<file path="config.mk">
export PLATFORM = sky130hd
export DESIGN_NAME = tmbc_ram
export DESIGN_NICKNAME = d
export VERILOG_FILES = /design/src/design/tmbc_ram.sv
export SDC_FILE = /design/constraint.sdc
export NUM_CORES = 2
export LEC_CHECK = 0
export BUFFER_PORTS_ARGS = -buffer_cell sky130_fd_sc_hd__buf_2
export CORE_ASPECT_RATIO = 1.75
export CORE_MARGIN = 4
export CORE_UTILIZATION = 55
export CTS_CLUSTER_DIAMETER = 200
export DETAILED_ROUTE_END_ITERATION = 7
export GPL_TIMING_DRIVEN = 1
export PLACE_DENSITY = 0.79
export SLEW_MARGIN = 30
export SYNTH_ARGS = -nofsm -noshare
export SYNTH_HDL_FRONTEND = slang
export SYNTH_SLANG_ARGS = --single-unit
</file>
<file path="constraint.sdc">
create_clock -name clock -period 12.26 [get_ports clock]
set_input_delay 0.613 -clock clock [delete_from_list [all_inputs] [get_ports clock]]
set_output_delay 0.613 -clock clock [all_outputs]
set_load 0.005 [all_outputs]
</file>
<file path="src/design/tmbc_ram.sv">
`default_nettype none
module tmbc_ram #(
   parameter int WIDTH = 64,
   parameter int DEPTH = 64,
   localparam int ADDR_W = $clog2(DEPTH)
) (
   input  wire logic              clock,
   input  wire logic              wr_en,
   input  wire logic [ADDR_W-1:0] wr_addr,
   input  wire logic [WIDTH-1:0]  wr_data,
   input  wire logic [ADDR_W-1:0] rd_addr,
   output logic      [WIDTH-1:0]  rd_data
);

   logic [WIDTH-1:0] mem [DEPTH];
   logic [WIDTH-1:0] rd_data_ff;

   always_ff @(posedge clock) begin
      if (wr_en) begin
         mem[wr_addr] <= wr_data;
      end
      rd_data_ff <= mem[rd_addr];
   end

   assign rd_data = rd_data_ff;

endmodule
`default_nettype wire

</file>
* Yosys cells after proc, flatten, opt, wreduce, memory -nomap -nowiden
Memories as Yosys holds them, arrays and structs flattened. A register that Yosys moved wholly into a read port is not among the register bits.
Index checks and enable logic that the tools add are counted.
** Operators by class
- $add $sub $neg :: 0
- $mul :: 0
- Div/mod/pow operators :: 0
- Magnitude comparators :: 0
- Equality and inequality tests :: 0
- Shifts and indexed selects :: 0
- Multiplexer cells :: 2
- Bitwise operators :: 0
- Reduce and logical (&&, ||, !) cells :: 0
** Operators with widths (number)
- $mux W1 :: 2
** Word-level totals
- Register bits after elaboration :: 0
- Bits in latches :: 0
- Bits in writable memories :: 4096
- ROM bits :: 0
- Input port bits :: 78
- Logic and storage cells :: 3
- Memories kept :: 1
** Memory list
- mem :: depth 64, width 64, read ports 1, clocked after memory_dff 1, wr ports 1, line 15 : logic [WIDTH-1:0] mem [DEPTH];

* Logic depth before layout (Yosys ltp)
- Depth after elaboration :: 2
- Gate-level depth with buffers :: 9

* Worst setup path before layout
Ideal clock, no wire load.
- Path type :: input -> register
- Start :: input port wr_addr[3]
- End :: memory mem[48][0] (enable)
- Arrival :: 5.485 ns
- Required time :: 11.696 ns
- Slack :: 6.211 ns
- Cell stages on the path :: 4
- Cells stage by stage :: clkbuf_1 > nor2b_1 > nand4b_1 > nor3_1
** RTL lines
- start: declaration :: line 9 : input wire logic [ADDR_W-1:0] wr_addr,
- end: declaration :: line 15
Straight into the memory's write port.

==> results.toml <==
[timing]
worst_pin_slew_ns = 1.150
timing.fmax_ghz = 0.2375
setup_ws_ns = 8.049
rsz0062_at_grt = "false"
slew_headroom = 0.2301
fin_crit_ns = 4.211
setup_tns_ns = 0
hold_violations = 0
final-max-slew-violation-count = 0
fin_skew_ns = 0.04942
setup_viol = 0
timing.final.crit_share = 0.3435

[die]
fp.dieW_um = 411.0
die_area_mm2 = 0.2932
start_util = 0.5535
io_pins = 142
num_rows = 258
core-area_mm2 = 0.2825
die_y_um = 713.3

[logic_synthesis]
synth_edf_count = 4096
synth_seq_cells = 4160
synth_top_area_cell = "edfxtp_1"
yosys-top-cells-area = "edfxtp_1, mux4_2, mux2i_1, dfxtp_1, a22oi_1"
yosysSeqAreaShare = 0.7949
yosysWarningCount = 0
async_flop_share = 0
netlist_area_mm2 = 0.1563
avgSynthCellArea_um2 = 23.70
ys.flop_type = "edfxtp_1"
netlist_instances = 6598
yosysUniqueCellTypes = 33
syn_nets = 6676
synth_top_area_frac = 0.7867

[min_path]
hp-class = "in -> reg"
worstHoldStart = "wr_data[31]"

[cts]
cts_sinks = 4160
root_buffer = "clkbuf_16"
h-tree-depth = 5
clk_latency_ns = 0.95
clock_path_buffers = 4
cts_hold_buffers = 0
cts_resized = 0
numCtsBuffers = 344
post-cts-setup-buffer-count = 0
tritoncts = "built"
clk_pin_slew_ns = 0.07

[global_routing]
grt_usage = 0.3209
overflow = 0
grt_max_degree = 137
grt_pass1_vias = 82370
antenna_found_initial = 45
grt_pass1_wl_um = 651400

[drt]
wirelength_um = 470900
ant_nets = 0
firstDrtPassIters = 8
drcViolationCount = 0
via_per_inst = 7.319
drtIter0Drc = 14970
vias = 80580
wire_per_inst_um = 42.78

[final_layout]
final_util = 0.6183
final_cell_mix = "edfxtp_1, mux4_2, clkbuf_16, buf_4, a22oi_1"
areaGrowthSynthToFinish_pct = 11.71
nNetsFinal = 7006
drive_above_1_share = 0.2802
fillCellCount = 17340
final_common_cell = "edfxtp_1"

[critical_path]
startpoint = "rd_addr[1]"
crit_arrival_ns = 4.98
regToRegStartpoint = "mem[35][54]"
worstSetupPathType = "in -> reg"
required_ns = 13.03
critPathMaxFanout = 88
start_kind = "input port"
critPathCaptureType = "register"

[power]
power_density_mw_per_mm2 = 164.8
ir_drop_mv = 0.1479
p_leak_nw = 54.21

[job]
drv_cap = 0

[placed_design]
gp_congestion = 0.8046
dpl.hpwl_um = 230000
dp_slack_ns = 7.150
io_buffers = 141

[status]
outcome = "completed"
[power by group]
part	internal [mW]	switching, mW
Clock	6.41	5.20
Sequential	15.7	0.0771
Combinational	0.490	0.863
Total	22.6	6.14
[critical path: stages]
cell and delay, ns:
buf_8 0.54, buf_4 0.73, buf_4 0.72, buf_4 0.77, mux4_2 0.58, or3_1 0.32
a41oi_1 0.41, a211oi_1 0.08
[routing by layer]
layer / share of wire / routed length [um] / GRT usage / vias up
li1: - / - / - / 29050
met1: 0.28 / 133900 / 0.3802 / 40900
met2: 0.48 / 228000 / 0.5098 / 8353
met3: 0.14 / 67830 / 0.09087 / 2227
met4: 0.087 / 40780 / 0.2263 / 40
met5: 0.00086 / 404 / 0 / -
[cell usage after synthesis (all sizes together) (19+ instances only)]
cell type / number
edfxtp: 4096
nand3: 45
o22ai: 83
nor2: 112
mux2i: 135
and3: 64
or2: 28
dfxtp: 64
or3: 29
clkbuf: 140
o221ai: 38
buf: 230
nand2: 58
a41oi: 26
a211oi: 63
a2bb2oi: 19
nor2b: 28
a22oi: 168
mux4: 1024
a22o: 88
inv: 19
[registers in the layout, summed over array words and instances, names as in the netlist]
register	count
mem	4096
rd_data	64
[stage by stage]
stage	std cells	area, um2	power, mW	hold WS (ns)
after detailed placement	10340	162500	17.42	0.8180
after global routing	10990	174600	29.44	0.2065
final	11010	174700	28.77	0.1760
after floorplan	6598	156300	16.81	0.7119
after global placement	10330	162200	17.37	0.8193
after CTS	10970	174200	28.75	0.3152
[cell type report]
class / instances / area [um2] / share of cell area
flip-flops and latches: 4160 / 124300 / 0.7116
diodes: 29 / 72.57 / 0.0004155
clock buffers: 420 / 9220 / 0.05279
repair buffers: 354 / 3070 / 0.01758
well taps: 3770 / 4717 / 0.02701
inverters: 19 / 71.32 / 0.0004084
multi-input cells: 2049 / 30800 / 0.1763
clock inverters: 208 / 2424 / 0.01388
[path summary, 6_finish.rpt]
kind / end / slack, ns / depth (start not counted)
worst max-delay path: rd_data[53] / 8.05 / 8
worst min-delay path: mem[38][31] / 0.18 / 1
worst max register to register: rd_data[54] / 9.93 / 4
worst min register to register: rd_data[14] / 0.85 / 4
[kinds of logic (layout without fill, tap and decap cells)]
family                 count (synthesis)  in the layout  share of synthesized area
flip-flops                          4160           4160                     0.7949
other                                  0             29                          0
AND/OR/NAND/NOR                      386            386                    0.01240
buffers and inverters                389           1001                    0.01180
AO/OA/AOI/OAI                        504            504                    0.02477
multiplexers                        1159           1159                     0.1561
Power figures use the tool's default switching activity.
