--- config.mk ---
export PLATFORM = sky130hd
export DESIGN_NAME = tmbc_alu
export DESIGN_NICKNAME = d
export VERILOG_FILES = /design/src/design/tmbc_pkg.sv /design/src/design/tmbc_alu.sv
export SDC_FILE = /design/constraint.sdc
export NUM_CORES = 1
export LEC_CHECK = 0
export BUFFER_PORTS_ARGS = -buffer_cell sky130_fd_sc_hd__buf_2
export CAP_MARGIN = 5
export CORE_MARGIN = 2
export CORE_UTILIZATION = 57
export DETAILED_ROUTE_END_ITERATION = 6
export PLACE_DENSITY_LB_ADDON = 0.25
export SYNTH_ARGS = -nofsm -noshare
export SYNTH_HDL_FRONTEND = slang
export SYNTH_SLANG_ARGS = --single-unit
--- constraint.sdc ---
create_clock -name vclk -period 5.9
set_input_delay 0.295 -clock vclk [all_inputs]
set_output_delay 0.295 -clock vclk [all_outputs]
set_load 0.1 [all_outputs]
--- src/design/tmbc_pkg.sv ---
`default_nettype none
package tmbc_pkg;

   // fixed field widths
   localparam int POS_W      = 16;
   localparam int DT_W       = 16;
   localparam int CELL_IN_W  = 6;
   localparam int CALC_W     = 20;
   localparam int PROD_W     = 33;
   localparam int RND_W      = 34;
   localparam int HALF_W     = 9;
   localparam int DISP_SHIFT = 16;

   // configuration port
   localparam int CSR_IDX_W  = 2;
   localparam int CSR_DATA_W = 9;
   localparam int MAP_DIM_W  = 7;
   localparam int BOX_SIZE_W = 9;

   localparam logic [CSR_IDX_W-1:0] CSR_MAP_WIDTH  = 2'd0;
   localparam logic [CSR_IDX_W-1:0] CSR_MAP_HEIGHT = 2'd1;
   localparam logic [CSR_IDX_W-1:0] CSR_BOX_SIZE   = 2'd2;

   localparam logic [MAP_DIM_W-1:0]  MAP_DIM_RESET  = 7'd64;
   localparam logic [BOX_SIZE_W-1:0] BOX_SIZE_RESET = 9'd256;

   // item operations
   localparam logic [1:0] OP_WRITE_CELL = 2'd0;
   localparam logic [1:0] OP_LOAD       = 2'd1;
   localparam logic [1:0] OP_STEP       = 2'd2;

   // shared unit operations
   localparam logic [1:0] ALU_MUL    = 2'd0;
   localparam logic [1:0] ALU_MOVE   = 2'd1;
   localparam logic [1:0] ALU_CHOOSE = 2'd2;
   localparam logic [1:0] ALU_PUSH   = 2'd3;

   typedef struct packed {
      logic [1:0]                op;
      logic signed [POS_W-1:0]   pos_a;
      logic signed [POS_W-1:0]   pos_b;
      logic signed [POS_W-1:0]   c_a;
      logic signed [POS_W-1:0]   c_b;
      logic signed [POS_W-1:0]   vel;
      logic                      plus_a;
      logic                      plus_b;
      logic [HALF_W-1:0]         half;
      logic [DT_W-1:0]           dt;
      logic signed [PROD_W-1:0]  prod;
   } alu_cmd_type;

   typedef struct packed {
      logic signed [POS_W-1:0]   pos;
      logic signed [POS_W-1:0]   vel;
      logic signed [PROD_W-1:0]  prod;
      logic                      axis_x;
   } alu_res_type;

endpackage
`default_nettype wire

--- src/design/tmbc_alu.sv ---
`default_nettype none
module tmbc_alu #(
   parameter int FRAC_BITS = 8
) (
   input  wire tmbc_pkg::alu_cmd_type cmd,
   output tmbc_pkg::alu_res_type      res
);

   localparam logic signed [tmbc_pkg::CALC_W-1:0] UNIT    = tmbc_pkg::CALC_W'(1);
   localparam logic signed [tmbc_pkg::CALC_W-1:0] POS_MAX = tmbc_pkg::CALC_W'(32767);
   localparam logic signed [tmbc_pkg::CALC_W-1:0] POS_MIN = tmbc_pkg::CALC_W'(-32768);
   localparam logic signed [tmbc_pkg::RND_W-1:0]  RND     = tmbc_pkg::RND_W'(32768);

   function automatic logic signed [tmbc_pkg::POS_W-1:0] sat_pos(
      input logic signed [tmbc_pkg::CALC_W-1:0] v
   );
      logic signed [tmbc_pkg::POS_W-1:0] r;
      if (v > POS_MAX) begin
         r = tmbc_pkg::POS_W'(POS_MAX);
      end else if (v < POS_MIN) begin
         r = tmbc_pkg::POS_W'(POS_MIN);
      end else begin
         r = tmbc_pkg::POS_W'(v);
      end
      return r;
   endfunction

   logic signed [tmbc_pkg::CALC_W-1:0] pos_a, pos_b, half_s, ca, cb;
   logic signed [tmbc_pkg::CALC_W-1:0] edge_a_lo, edge_a_hi, edge_b_lo, edge_b_hi;
   logic signed [tmbc_pkg::CALC_W-1:0] edge_a, probe, target, dist_a, dist_b, disp;
   logic signed [tmbc_pkg::RND_W-1:0]  rounded;
   logic                               hit, vel_in;

   always_comb begin
      pos_a  = tmbc_pkg::CALC_W'(cmd.pos_a);
      pos_b  = tmbc_pkg::CALC_W'(cmd.pos_b);
      half_s = $signed(tmbc_pkg::CALC_W'(cmd.half));
      ca     = tmbc_pkg::CALC_W'(cmd.c_a);
      cb     = tmbc_pkg::CALC_W'(cmd.c_b);

      // cell edges: low edge c*ONE, high edge (c+1)*ONE
      edge_a_lo = ca <<< FRAC_BITS;
      edge_a_hi = (ca + UNIT) <<< FRAC_BITS;
      edge_b_lo = cb <<< FRAC_BITS;
      edge_b_hi = (cb + UNIT) <<< FRAC_BITS;

      edge_a = cmd.plus_a ? edge_a_hi : edge_a_lo;
      probe  = cmd.plus_a ? (pos_a + half_s) : (pos_a - half_s);
      target = cmd.plus_a ? (edge_a - half_s) : (edge_a + half_s);
      hit    = cmd.plus_a ? (probe > edge_a) : (probe < edge_a);
      vel_in = cmd.plus_a ? (cmd.vel > 0) : (cmd.vel < 0);

      dist_a = cmd.plus_a ? (edge_a_hi - pos_a) : (pos_a - edge_a_lo);
      dist_b = cmd.plus_b ? (edge_b_hi - pos_b) : (pos_b - edge_b_lo);

      // round to nearest, ties toward plus infinity
      rounded = tmbc_pkg::RND_W'(cmd.prod) + RND;
      disp    = tmbc_pkg::CALC_W'(rounded >>> tmbc_pkg::DISP_SHIFT);

      res        = '0;
      res.pos    = cmd.pos_a;
      res.vel    = cmd.vel;
      unique case (cmd.op)
         tmbc_pkg::ALU_MUL: begin
            res.prod = cmd.vel * $signed({1'b0, cmd.dt});
         end
         tmbc_pkg::ALU_MOVE: begin
            res.pos = sat_pos(pos_a + disp);
         end
         tmbc_pkg::ALU_CHOOSE: begin
            res.axis_x = (dist_a >= dist_b);
         end
         tmbc_pkg::ALU_PUSH: begin
            if (hit) begin
               res.pos = sat_pos(target);
               if (vel_in) begin
                  res.vel = '0;
               end
            end
         end
         default: begin
            res.pos = cmd.pos_a;
         end
      endcase
   end

endmodule
`default_nettype wire

Word level (Yosys, flattened, before mapping). Cells that the tools add are included.

Output and inout bits: 66. Word-level logic and storage cells: 43. Bits in registers: 0. Input port bits: 142.

Reduce and logical (&&, ||, !) cells: 1. Muxes and demuxes: 17. Multiply operators: 1. $lt $le $gt $ge: 9. Add/subtract/negate cells: 12. Equal/unequal tests: 3.

Operator list (count): 20-bit two-way mux (5); 16-bit two-way mux (6); 16-bit by 20-bit subtractor with 20-bit output (2); 20-bit by 16-bit subtractor with 20-bit output (2); 33-bit by 17-bit adder with 34-bit output (second input constant) (1); 16-bit by 17-bit multiplier with 33-bit output (1); 33-bit two-way mux (1); 32-bit two-way mux (1); 16-bit one-hot mux with 2 select lines (1); 12-bit by 2-bit adder with 12-bit output (second input constant) (2); 20-bit by 10-bit adder with 20-bit output (1); 20-bit greater-or-equal comparator (1); 20-bit by 16-bit greater-than comparator with 1-bit output (second input constant) (1); 20-bit greater-than comparator (1); 20-bit by 16-bit < comparator with 1-bit output (second input constant) (1); 20-bit < comparator (1); 20-bit by 10-bit subtractor with 20-bit output (1); 16-bit by 18-bit adder with 19-bit output (1); 19-bit by 16-bit greater-than comparator with 1-bit output (second input constant) (1); 19-bit by 16-bit < comparator with 1-bit output (second input constant) (1); 16-bit by 10-bit adder with 17-bit output (1); 16-bit by 10-bit subtractor with 17-bit output (1); 16-bit by 1-bit greater-than comparator with 1-bit output (second input constant) (1); 16-bit by 1-bit < comparator with 1-bit output (second input constant) (1); 4 further kinds (7).

Logic depth before layout (Yosys ltp). Gate-level depths: netlist (run 1).

Word-level depth: 9. Depth in mapped cells: 28.

Worst setup path after synthesis (run 1). OpenSTA, ideal clock, no wires.

Path kind: input to output. From: input port cmd[63] (netlist name). To: output port res[21] (netlist name). Cell stages on the path: 23. Data required time: 5.605 ns. Path buffers: 2. Setup slack: -2.197 ns. Arrival time: 7.802 ns. Cells stage by stage: clkbuf_1 clkbuf_1 nand2_1 fa_1 fa_1 fa_1 fa_1 inv_1 fa_1 inv_1 fa_1 inv_1 ha_1 a21o_1 a21o_1 a21o_1 a21oi_1 a21o_1 a21boi_0 o21a_1 o21a_1 o21a_1 nor3_1.

RTL lines: start: declaration (RTL line tmbc_alu.sv:5) `input wire tmbc_pkg::alu_cmd_type cmd,`; end: declaration (RTL line tmbc_alu.sv:6) `output tmbc_pkg::alu_res_type res`.

==> results by group, run 1 <==
Yosys
  – Synth cell types: 77
  – Register area share after synthesis: 0%
  – Synth Instances: 2144
  – Syn_nets: 2735
  – Synthesized area per cell: 7.66 µm²
  – Synth warn: 0
  – Mapped cell area: 0.0164 mm²

Routing
  – Vias: 16930
  – Post-DR wirelength/cell: 19.1 µm
  – 1st-iter DRT viols: 1256
  – Antenna viol nets, final: 0
  – DRC: 8
  – Via/cell ratio: 5.86
  – Total wire length: 55.0 mm
  – First-pass DRT Iterations: 7

Critical path
  – Critical Path AT: 6.05 ns
  – CP Cell Sequence: buf_4 -> buf_4 -> and2_1 -> fa_1 -> inv_1 -> fa_1 -> inv_1 -> fa_1 -> fa_1 -> fa_1 -> inv_1 -> fa_1 -> inv_1 -> ha_4 -> a21o_1 -> a211o_1 -> a21o_1 -> a21o_1 -> a31oi_1 -> xor2_1 -> buf_4 -> nor2_4 -> buf_12
  – Setup Crit Path Kind: in2out
  – Startpoint types: input pin
  – CP max stage cell: fa_1
  – Cell mode on critical path: fa_1
  – Max FO, Critical Path: 6
  – CP endpoint kind: output port
  – Slowest stage delay, CP: 0.53 ns
  – Worst Path Required: 5.61 ns

Status
  – Outcome: finished, violations left
  – Failing checks: design-rule violations, negative setup slack

STA
  – RSZ-0062 raised after global routing: yes
  – Rel. slew slack: 24.2%
  – Endpoints failing setup: 49
  – Final Hold Vio Count: 0
  – Least-Margin Pin Slew: 1.13 ns
  – Period utilisation layout: 108%
  – Final-report max-slew violation count: 0
  – Post-route setup slack: -0.443 ns
  – Max frequency: 158 MHz
  – Tmin final: 6.34 ns

Die
  – I/O pin count: 208
  – Die H: 174 µm
  – Core area: 0.0285 mm²
  – Initial Util: 57.5%
  – Row count: 62
  – Full die area: 0.0302 mm²
  – Die width: 174 µm

Global routing
  – Vias in the first global route: 17795
  – Initial antenna violation count: 0
  – Total gr overflow: 0
  – Largest net degree at the start of global routing: 46
  – GRT Total Usage: 35.4%
  – First-pass GRT wire length: 87.4 mm

Min path
  – Hold WC Path Type: in2out
  – Min-delay src: cmd[64]
  – Worst Hold Depth: 4
  – Hold Path End: res[38]

Finish
  – Diodes inserted: 0
  – Layout cells sized above 1: 29.1%
  – Area delta synth->final: 35.2%
  – Nets: 3098
  – Final core occ: 77.8%
  – FF/Latch Area: 0 µm²
  – # clk buffers: 0
  – Flip-flop and latch count: 0

Clock network
  – Hold-fix buffers at CTS: 0

Placed design
  – Post-DP HPWL: 44.5 mm
  – GP Congestion: 0.988
  – PortBufs: 185

Run
  – Max Cap Viol: 0
cells in the final DEF (no fill, tap or decap), types with 10 or more instances in the layout:
| cell type | instances |
|---|---|
| xor2_1 | 48 |
| inv_2 | 34 |
| o211ai_1 | 14 |
| buf_2 | 105 |
| ha_4 | 22 |
| and2_1 | 95 |
| buf_12 | 62 |
| ha_1 | 226 |
| nand3_1 | 38 |
| nand2_2 | 13 |
| nor2_1 | 96 |
| o31ai_1 | 12 |
| nor3_1 | 34 |
| and3_1 | 15 |
| nor2b_4 | 15 |
| a21oi_1 | 85 |
| and2_4 | 27 |
| buf_4 | 211 |
| o21bai_1 | 11 |
| fa_2 | 14 |
| a21o_1 | 45 |
| buf_6 | 42 |
| a21oi_2 | 19 |
| nor2_2 | 15 |
| fa_1 | 184 |
| xnor2_1 | 112 |
| nand2b_1 | 19 |
| nor2_4 | 17 |
| a211oi_1 | 10 |
| nand2_1 | 190 |
| nand4_1 | 19 |
| nor4_1 | 16 |
| nor2b_1 | 19 |
| inv_1 | 307 |
| o21a_1 | 17 |
| o21ai_0 | 53 |
worst max-delay path: cells and delay by family:
| kind | cells | cell delay, ns |
|---|---|---|
| buf+inv | 8 | 0.89 |
| simple gates | 2 | 0.21 |
| compound gates | 5 | 1.12 |
| xor+xnor | 1 | 0.22 |
| fa+ha+maj | 7 | 3.31 |
worst max-delay path by stage:
stage,depth (start not counted),end,slack [ns],start
2_1_floorplan,23,res[21],-0.38,cmd[63]
3_3_place_gp,24,res[32],-0.53,cmd[66]
3_5_place_dp,23,res[21],-0.60,cmd[40]
4_1_cts,25,res[21],-0.42,cmd[39]
5_1_grt,25,res[32],-0.61,cmd[66]
6_report,23,res[22],-0.44,cmd[45]
cell type report:
type / count / area [µm²]
Multi-Input combinational cell: 1729 / 16400
Fill cell: 1942 / 6330
Timing Repair Buffer: 432 / 4000
Tap cell: 384 / 480
Inverter: 344 / 1300
Yosys cell counts (4+ instances only):
cell	count	area share, %
o21a_1	19	0.87
o21ai_0	65	2.0
a21boi_0	7	0.32
nand2_1	206	4.7
nor4_1	16	0.61
a221oi_1	4	0.21
o221ai_1	5	0.27
xnor2_1	116	6.2
ha_1	251	19
nand3_1	42	1.3
a22oi_1	5	0.23
inv_1	343	7.8
a31oi_1	13	0.50
a31o_2	4	0.21
nor3_1	42	1.3
a211oi_1	20	0.91
a41oi_1	6	0.32
o22ai_1	4	0.15
or3_1	9	0.34
o21ai_1	12	0.37
nor2_1	127	2.9
o211ai_1	14	0.64
and3_1	19	0.72
fa_1	198	24
a21o_1	45	2.1
clkbuf_1	64	1.5
o21bai_1	11	0.50
o31a_1	5	0.27
or2_2	6	0.23
nor2b_1	36	1.4
nand4_1	19	0.72
o41ai_1	6	0.32
xor2_1	53	2.8
nand2b_1	21	0.80
a211o_1	6	0.32
mux2i_1	8	0.49
and2_1	122	4.6
a21oi_1	110	3.4
o31ai_1	14	0.64
nor3b_1	7	0.32
buf_1	4	0.091
metal layers:
| metal | wire length (µm) | GRT usage (%) | vias to the layer above |
|---|---|---|---|
| met2 | 27500 | 64.7 | 681 |
| met4 | 3330 | 16.0 | 0 |
| met5 | 0 | 0 | - |
| met3 | 3190 | 3.84 | 219 |
| met1 | 21000 | 41.8 | 8166 |
| li1 | - | - | 7864 |
stage by stage:
stage,hold WS (ns),worst slack (ns),setup TNS [ns],cell area (µm²),cells
finish,1.14,-0.443,-10.88,22200,2889
global route,1.14,-0.605,-20.19,22200,2889
CTS,1.14,-0.421,-5.77,21500,2868
detailed placement,1.14,-0.598,-17.49,20700,2844
global placement,1.13,-0.525,-14.46,20700,2844
floorplan,0.774,-0.385,-2.08,17500,2144
cells by family after synthesis:
logic type | share of synthesized area [%]
adder cells (fa/ha/maj) | 43.3
multiplexers | 0.693
AO/OA/AOI/OAI | 16.7
XOR/XNOR | 9.01
buffers and inverters | 9.52
AND/OR/NAND/NOR | 20.9
repair_timing:
| item | in CTS | in global routing |
|---|---|---|
| endpoints found under the setup margin | 51 | 52 |
| pin swaps | 94 | 135 |
| resized for setup | 152 | 145 |
| hold endpoints to repair | 0 | 0 |
| setup buffers | 25 | 25 |
Power of run 1 is left out: the tool's default activity adds up to more than one toggle a clock period on the data nets, which glitch-free logic cannot reach.
==> run 2: changes to the inputs <==
==> config.mk (replaced) <==
export PLATFORM = sky130hd
export DESIGN_NAME = tmbc_alu
export DESIGN_NICKNAME = d
export VERILOG_FILES = /design/src/design/tmbc_pkg.sv /design/src/design/tmbc_alu.sv
export SDC_FILE = /design/constraint.sdc
export NUM_CORES = 1
export LEC_CHECK = 0
export CAP_MARGIN = 5
export CORE_MARGIN = 2
export CORE_UTILIZATION = 62
export DETAILED_ROUTE_END_ITERATION = 6
export DONT_BUFFER_PORTS = 1
export PLACE_DENSITY = 0.81
export SYNTH_ARGS = -nofsm -noshare
export SYNTH_HDL_FRONTEND = slang
export SYNTH_SLANG_ARGS = --single-unit
export TNS_END_PERCENT = 50
==> results by group, run 2 (same netlist as run 1, synthesis figures left out) <==
Status
  – Outcome: finished, violations left
  – Failing checks: design-rule violations, negative setup slack

Critical path
  – CP max stage cell: fa_1
  – Critical Path AT: 5.86 ns (-0.19 ns)
  – Startpoint types: input pin
  – Worst Path Required: 5.61 ns (about the same)
  – Cell mode on critical path: fa_1
  – Setup Crit Path Kind: in2out
  – Max FO, Critical Path: 16 (+10)
  – CP delay by family, top: adder cells
  – Worst Path Buf+Inv: 7 (-1)
  – Slowest stage delay, CP: 0.56 ns (+0.03 ns)
  – CP Cell Sequence: and2_4 -> fa_1 -> inv_2 -> fa_1 -> fa_2 -> inv_2 -> fa_1 -> fa_1 -> inv_1 -> fa_1 -> inv_2 -> ha_4 -> buf_6 -> and3_4 -> nand4_1 -> a21o_1 -> a21boi_2 -> o21a_1 -> o21a_1 -> buf_4 -> nor3_2 -> nor3_4 -> buf_12
  – Critical Path Stages: 23 (unchanged)
  – CP endpoint kind: output port

Global routing
  – GRT Total Usage: 35.7% (+0.28 points)
  – Total gr overflow: 0 (unchanged)
  – First-pass GRT wire length: 81.8 mm (-6.5%)
  – Largest net degree at the start of global routing: 62 (+35%)
  – Vias in the first global route: 16386 (-7.9%)
  – Initial antenna violation count: 0 (unchanged)

Placed design
  – GP Congestion: 0.943 (-4.5%)
  – Placed Cells: 2571 (-9.6%)
  – PortBufs: 0 (-100%)
  – Post-DP HPWL: 40.8 mm (-8.4%)

Finish
  – Flip-flop and latch count: 0 (unchanged)
  – FF/Latch Area: 0 µm² (unchanged)
  – Nets: 2850 (-8.0%)
  – Final core occ: 77.1% (-0.68 points)
  – Filler cell count: 1759 (-9.4%)
  – Layout cells sized above 1: 18.5% (-11 points)
  – Area delta synth->final: 22.4%
  – Diodes inserted: 0 (unchanged)
  – Finished Layout Cells: 2592 (-10%)
  – Most common cell after layout, fill and taps aside: inv_1
  – Most frequent cells in the layout: inv_1 (326), ha_1 (234), nand2_1 (197)
  – # clk buffers: 0 (unchanged)

Die
  – Die width: 167 µm (-4.0%)
  – Core area: 0.0261 mm² (-8.7%)
  – Full die area: 0.0278 mm² (-7.9%)
  – Row count: 59 (-4.8%)
  – Die H: 167 µm (-4.0%)
  – Initial Util: 63.0% (+5.5 points)
  – I/O pin count: 208 (unchanged)

Routing
  – Post-DR wirelength/cell: 20.1 µm (+5.4%)
  – 1st-iter DRT viols: 1269 (+1.0%)
  – First-pass DRT Iterations: 7 (unchanged)
  – Total wire length: 52.1 mm (-5.4%)
  – Antenna viol nets, final: 0 (unchanged)
  – Via/cell ratio: 6.24 (+6.4%)
  – Vias: 16164 (-4.5%)
  – DRC: 1 (-7)

STA
  – Max frequency: 162 MHz (+3.0%)
  – Post-route setup slack: -0.258 ns (+0.185 ns)
  – Final-report max-slew violation count: 0 (unchanged)
  – Tmin final: 6.16 ns (-0.185 ns)
  – RSZ-0062 raised after global routing: yes
  – Period utilisation layout: 104% (-3.1 points)
  – Final Hold Vio Count: 0 (unchanged)
  – Hold Slack: 0.820 ns (-0.316 ns)
  – Endpoints failing setup: 43 (-12%)
  – Least-Margin Pin Slew: 0.989 ns (-0.143 ns)
  – Rel. slew slack: 34.3% (+10 points)

Clock network
  – Hold-fix buffers at CTS: 0 (unchanged)

Min path
  – Hold WC Path Type: in2out
  – Worst Hold Depth: 2 (-2)

Run
  – Max Cap Viol: 0 (unchanged)
==> run 2: area by class of cell <==
| type | instances | area [µm²] | share of cell area [%] |
|---|---|---|---|
| Inverter | 344 | 1320 | 6.58 |
| Multi-Input combinational cell | 1729 | 16200 | 80.6 |
| Tap cell | 335 | 419 | 2.09 |
| Timing Repair Buffer | 184 | 2150 | 10.7 |
==> run 2: repair_timing <==
item / in CTS / in global routing
cloned: 0 / 0
buffers inserted: 13 / 10
gates resized for setup: 76 / 101
setup endpoints to repair: 45 / 50
pin swaps: 90 / 70
==> run 2: layer usage <==
| layer | vias to the layer above | share of wire (%) | GRT usage (%) |
|---|---|---|---|
| li1 | 7377 | - | - |
| met1 | 7756 | 36 | 41.9 |
| met2 | 808 | 50 | 64.1 |
| met3 | 223 | 8.2 | 6.30 |
| met4 | 0 | 5.5 | 15.4 |
| met5 | - | 0 | 0 |
==> run 2: worst paths after layout <==
path                      from  endpoint  slack, ns
worst max-delay path   cmd[41]   res[21]      -0.26
worst min-delay path  cmd[140]    res[0]       0.82
==> run 2: metrics by stage <==
| stage | area [µm²] | setup slack (ns) | TNS [ns] |
|---|---|---|---|
| floorplan | 17300 | -0.385 | -4.25 |
| global placement | 19100 | -0.398 | -11.46 |
| detailed placement | 19100 | -0.491 | -12.50 |
| CTS | 19600 | -0.230 | -2.55 |
| global route | 20100 | -0.477 | -16.03 |
| finish | 20100 | -0.258 | -6.40 |
Power of run 2 is left out for the same reason.
==> run 3: changes to the inputs <==
--- a/config.mk
+++ b/config.mk
@@ -5,6 +5,7 @@
 export SDC_FILE = /design/constraint.sdc
 export NUM_CORES = 1
 export LEC_CHECK = 0
+export ABC_AREA = 1
 export CAP_MARGIN = 5
 export CORE_MARGIN = 2
 export CORE_UTILIZATION = 62
==> results by group, run 3 <==
Status
  – Outcome: completed

Die
  – Row count: 61 (+3.4%)
  – Core area: 0.0276 mm² (+6.0%)
  – Initial Util: 62.4% (-0.58 points)
  – I/O pin count: 208 (unchanged)
  – Die width: 171 µm (+2.4%)
  – Full die area: 0.0292 mm² (+4.9%)
  – Die H: 171 µm (+2.4%)

Yosys
  – Most common cell in the synthesized netlist: inv_1
  – Synthesized area per cell: 6.40 µm² (-16%)
  – Most area-hungry cell type in the Yosys netlist: fa_1
  – Mapped cell area: 0.0173 mm² (+5.0%)
  – Synth cell types: 53 (-31%)
  – Synth Instances: 2697 (+26%)
  – Synth warn: 0 (unchanged)
  – Register area share after synthesis: 0% (unchanged)
  – Ranking of synthesized cells by area: fa_1 (23%), ha_1 (18%), inv_1 (14%)
  – Syn_nets: 3288 (+20%)
  – Top cells by count, synth: inv_1 (653), nand2_1 (617), ha_1 (251), fa_1 (198), nor2_1 (191)
  – Yosys top cell area share: 23.0% (-1.2 points)

Finish
  – Final instance area: 0.0194 mm² (-3.6%)
  – Area delta synth->final: 12.3%
  – Most frequent cells in the layout: inv_1 (645), nand2_1 (603), ha_1 (233)
  – Nets: 3318 (+16%)
  – # clk buffers: 0 (unchanged)
  – Most common cell after layout, fill and taps aside: inv_1
  – FF/Latch Area: 0 µm² (unchanged)
  – Flip-flop and latch count: 0 (unchanged)
  – Diodes inserted: 0 (unchanged)
  – Layout cells sized above 1: 10.9% (-7.7 points)
  – Filler cell count: 2327 (+32%)
  – Final core occ: 70.1% (-7.0 points)

Global routing
  – Vias in the first global route: 17387 (+6.1%)
  – First-pass GRT wire length: 80.8 mm (-1.2%)
  – Total gr overflow: 0 (unchanged)
  – GRT Total Usage: 33.9% (-1.9 points)
  – Initial antenna violation count: 0 (unchanged)
  – Largest net degree at the start of global routing: 43 (-31%)

STA
  – Tmin final: 5.78 ns (-0.374 ns)
  – Rel. slew slack: 22.0% (-12 points)
  – Max frequency: 173 MHz (+6.5%)
  – RSZ-0062 raised after global routing: yes
  – Final-report max-slew violation count: 0 (unchanged)
  – Final Hold Vio Count: 0 (unchanged)
  – Post-route setup slack: 0.116 ns (+0.374 ns)
  – Endpoints failing setup: 0 (-100%)
  – Least-Margin Pin Slew: 1.17 ns (+0.182 ns)
  – Period utilisation layout: 98.0% (-6.3 points)

Placed design
  – Post-DP HPWL: 42.0 mm (+2.9%)
  – GP Congestion: 0.958 (+1.6%)
  – PortBufs: 0 (unchanged)
  – Pre-CTS setup slack: -0.0422 ns (+0.449 ns)
  – Placed Area: 0.0189 mm² (-1.1%)

Critical path
  – Max FO, Critical Path: 16 (unchanged)
  – Slowest stage delay, CP: 0.54 ns (-0.02 ns)
  – CP max stage cell: fa_1
  – Worst setup path start: cmd[40]
  – Worst Path Required: 5.61 ns (about the same)
  – Startpoint types: input pin
  – CP delay by family, top: adder cells
  – Worst Path Buf+Inv: 8 (+1)
  – Cell mode on critical path: inv_1
  – Setup Crit Path Kind: in2out
  – Critical Path AT: 5.49 ns (-0.37 ns)
  – CP endpoint kind: output port

Run
  – Max Cap Viol: 0 (unchanged)

Routing
  – First-pass DRT Iterations: 6 (-1)
  – Via/cell ratio: 5.53 (-11%)
  – Post-DR wirelength/cell: 15.9 µm (-21%)
  – Antenna viol nets, final: 0 (unchanged)
  – Vias: 17151 (+6.1%)
  – Total wire length: 49.4 mm (-5.2%)
  – 1st-iter DRT viols: 1125 (-11%)
  – DRC: 0 (-1)

Min path
  – Min-delay src: cmd[61]
  – Hold WC Path Type: in2out
## run 3: cell types whose count changed in the layout (fill, tap and decap cells not counted), sizes merged, moves of 80 or more
cell / before / now
nand2: 206 / 634
inv: 341 / 659
and2: 122 / 1
xnor2: 116 / 30
nand3: 42 / 123
nor2: 128 / 208
## run 3: tightest hold or removal path: cells and delay by family
kind	cells	cell delay (ns)
simple gates	1	0.05
buf+inv	2	0.19
## run 3: cell families (layout without fill, tap and decap cells)
logic type	after synthesis	in the layout	share of synthesized area, %
compound gates	358	358	11.6
simple gates	1046	1046	25.6
buf+inv	738	766	16.2
xor+xnor	106	106	5.47
fa+ha+maj	449	449	41.2
## run 3: cell type report
type / count / area, µm² / area share [%]
multi-input combinational: 1959 / 15200 / 78.3
inverter: 661 / 2490 / 12.8
timing repair buffer: 105 / 1250 / 6.46
tap: 378 / 473 / 2.44
## run 3: per-layer routing
metal  routed length, µm  vias up  global-route usage, %  part of all wire [%]
met1               19000     7923                   40.2                    38
met5                   0        -                      0                     0
met4                2010        0                   11.1                   4.1
met3                4200      154                   5.97                   8.5
met2               24200      718                   61.8                    49
li1                    -     8356                      -                     -
## run 3: per-stage QoR
stage / hold WS [ns] / std cells / setup TNS, ns
after CTS: 0.838 / 3093 / 0
after global routing: 0.846 / 3103 / -0.248
final: 0.835 / 3103 / 0
after detailed placement: 0.837 / 3093 / -0.0720
after global placement: 0.835 / 3093 / 0
after floorplan: 0.968 / 2697 / -1.22
## run 3: path summary, 6_finish.rpt
kind / to / slack, ns / cells after the start
min: res[35] / 0.84 / 3
max: res[29] / 0.12 / 27
## run 3: timing repair
action | CTS | global route
hold buffers | 0 | 0
pin swaps | 1 | 61
setup endpoints to repair | 7 | 47
gates resized for setup | 7 | 96
setup buffers | 0 | 10
Power of run 3 is left out for the same reason.
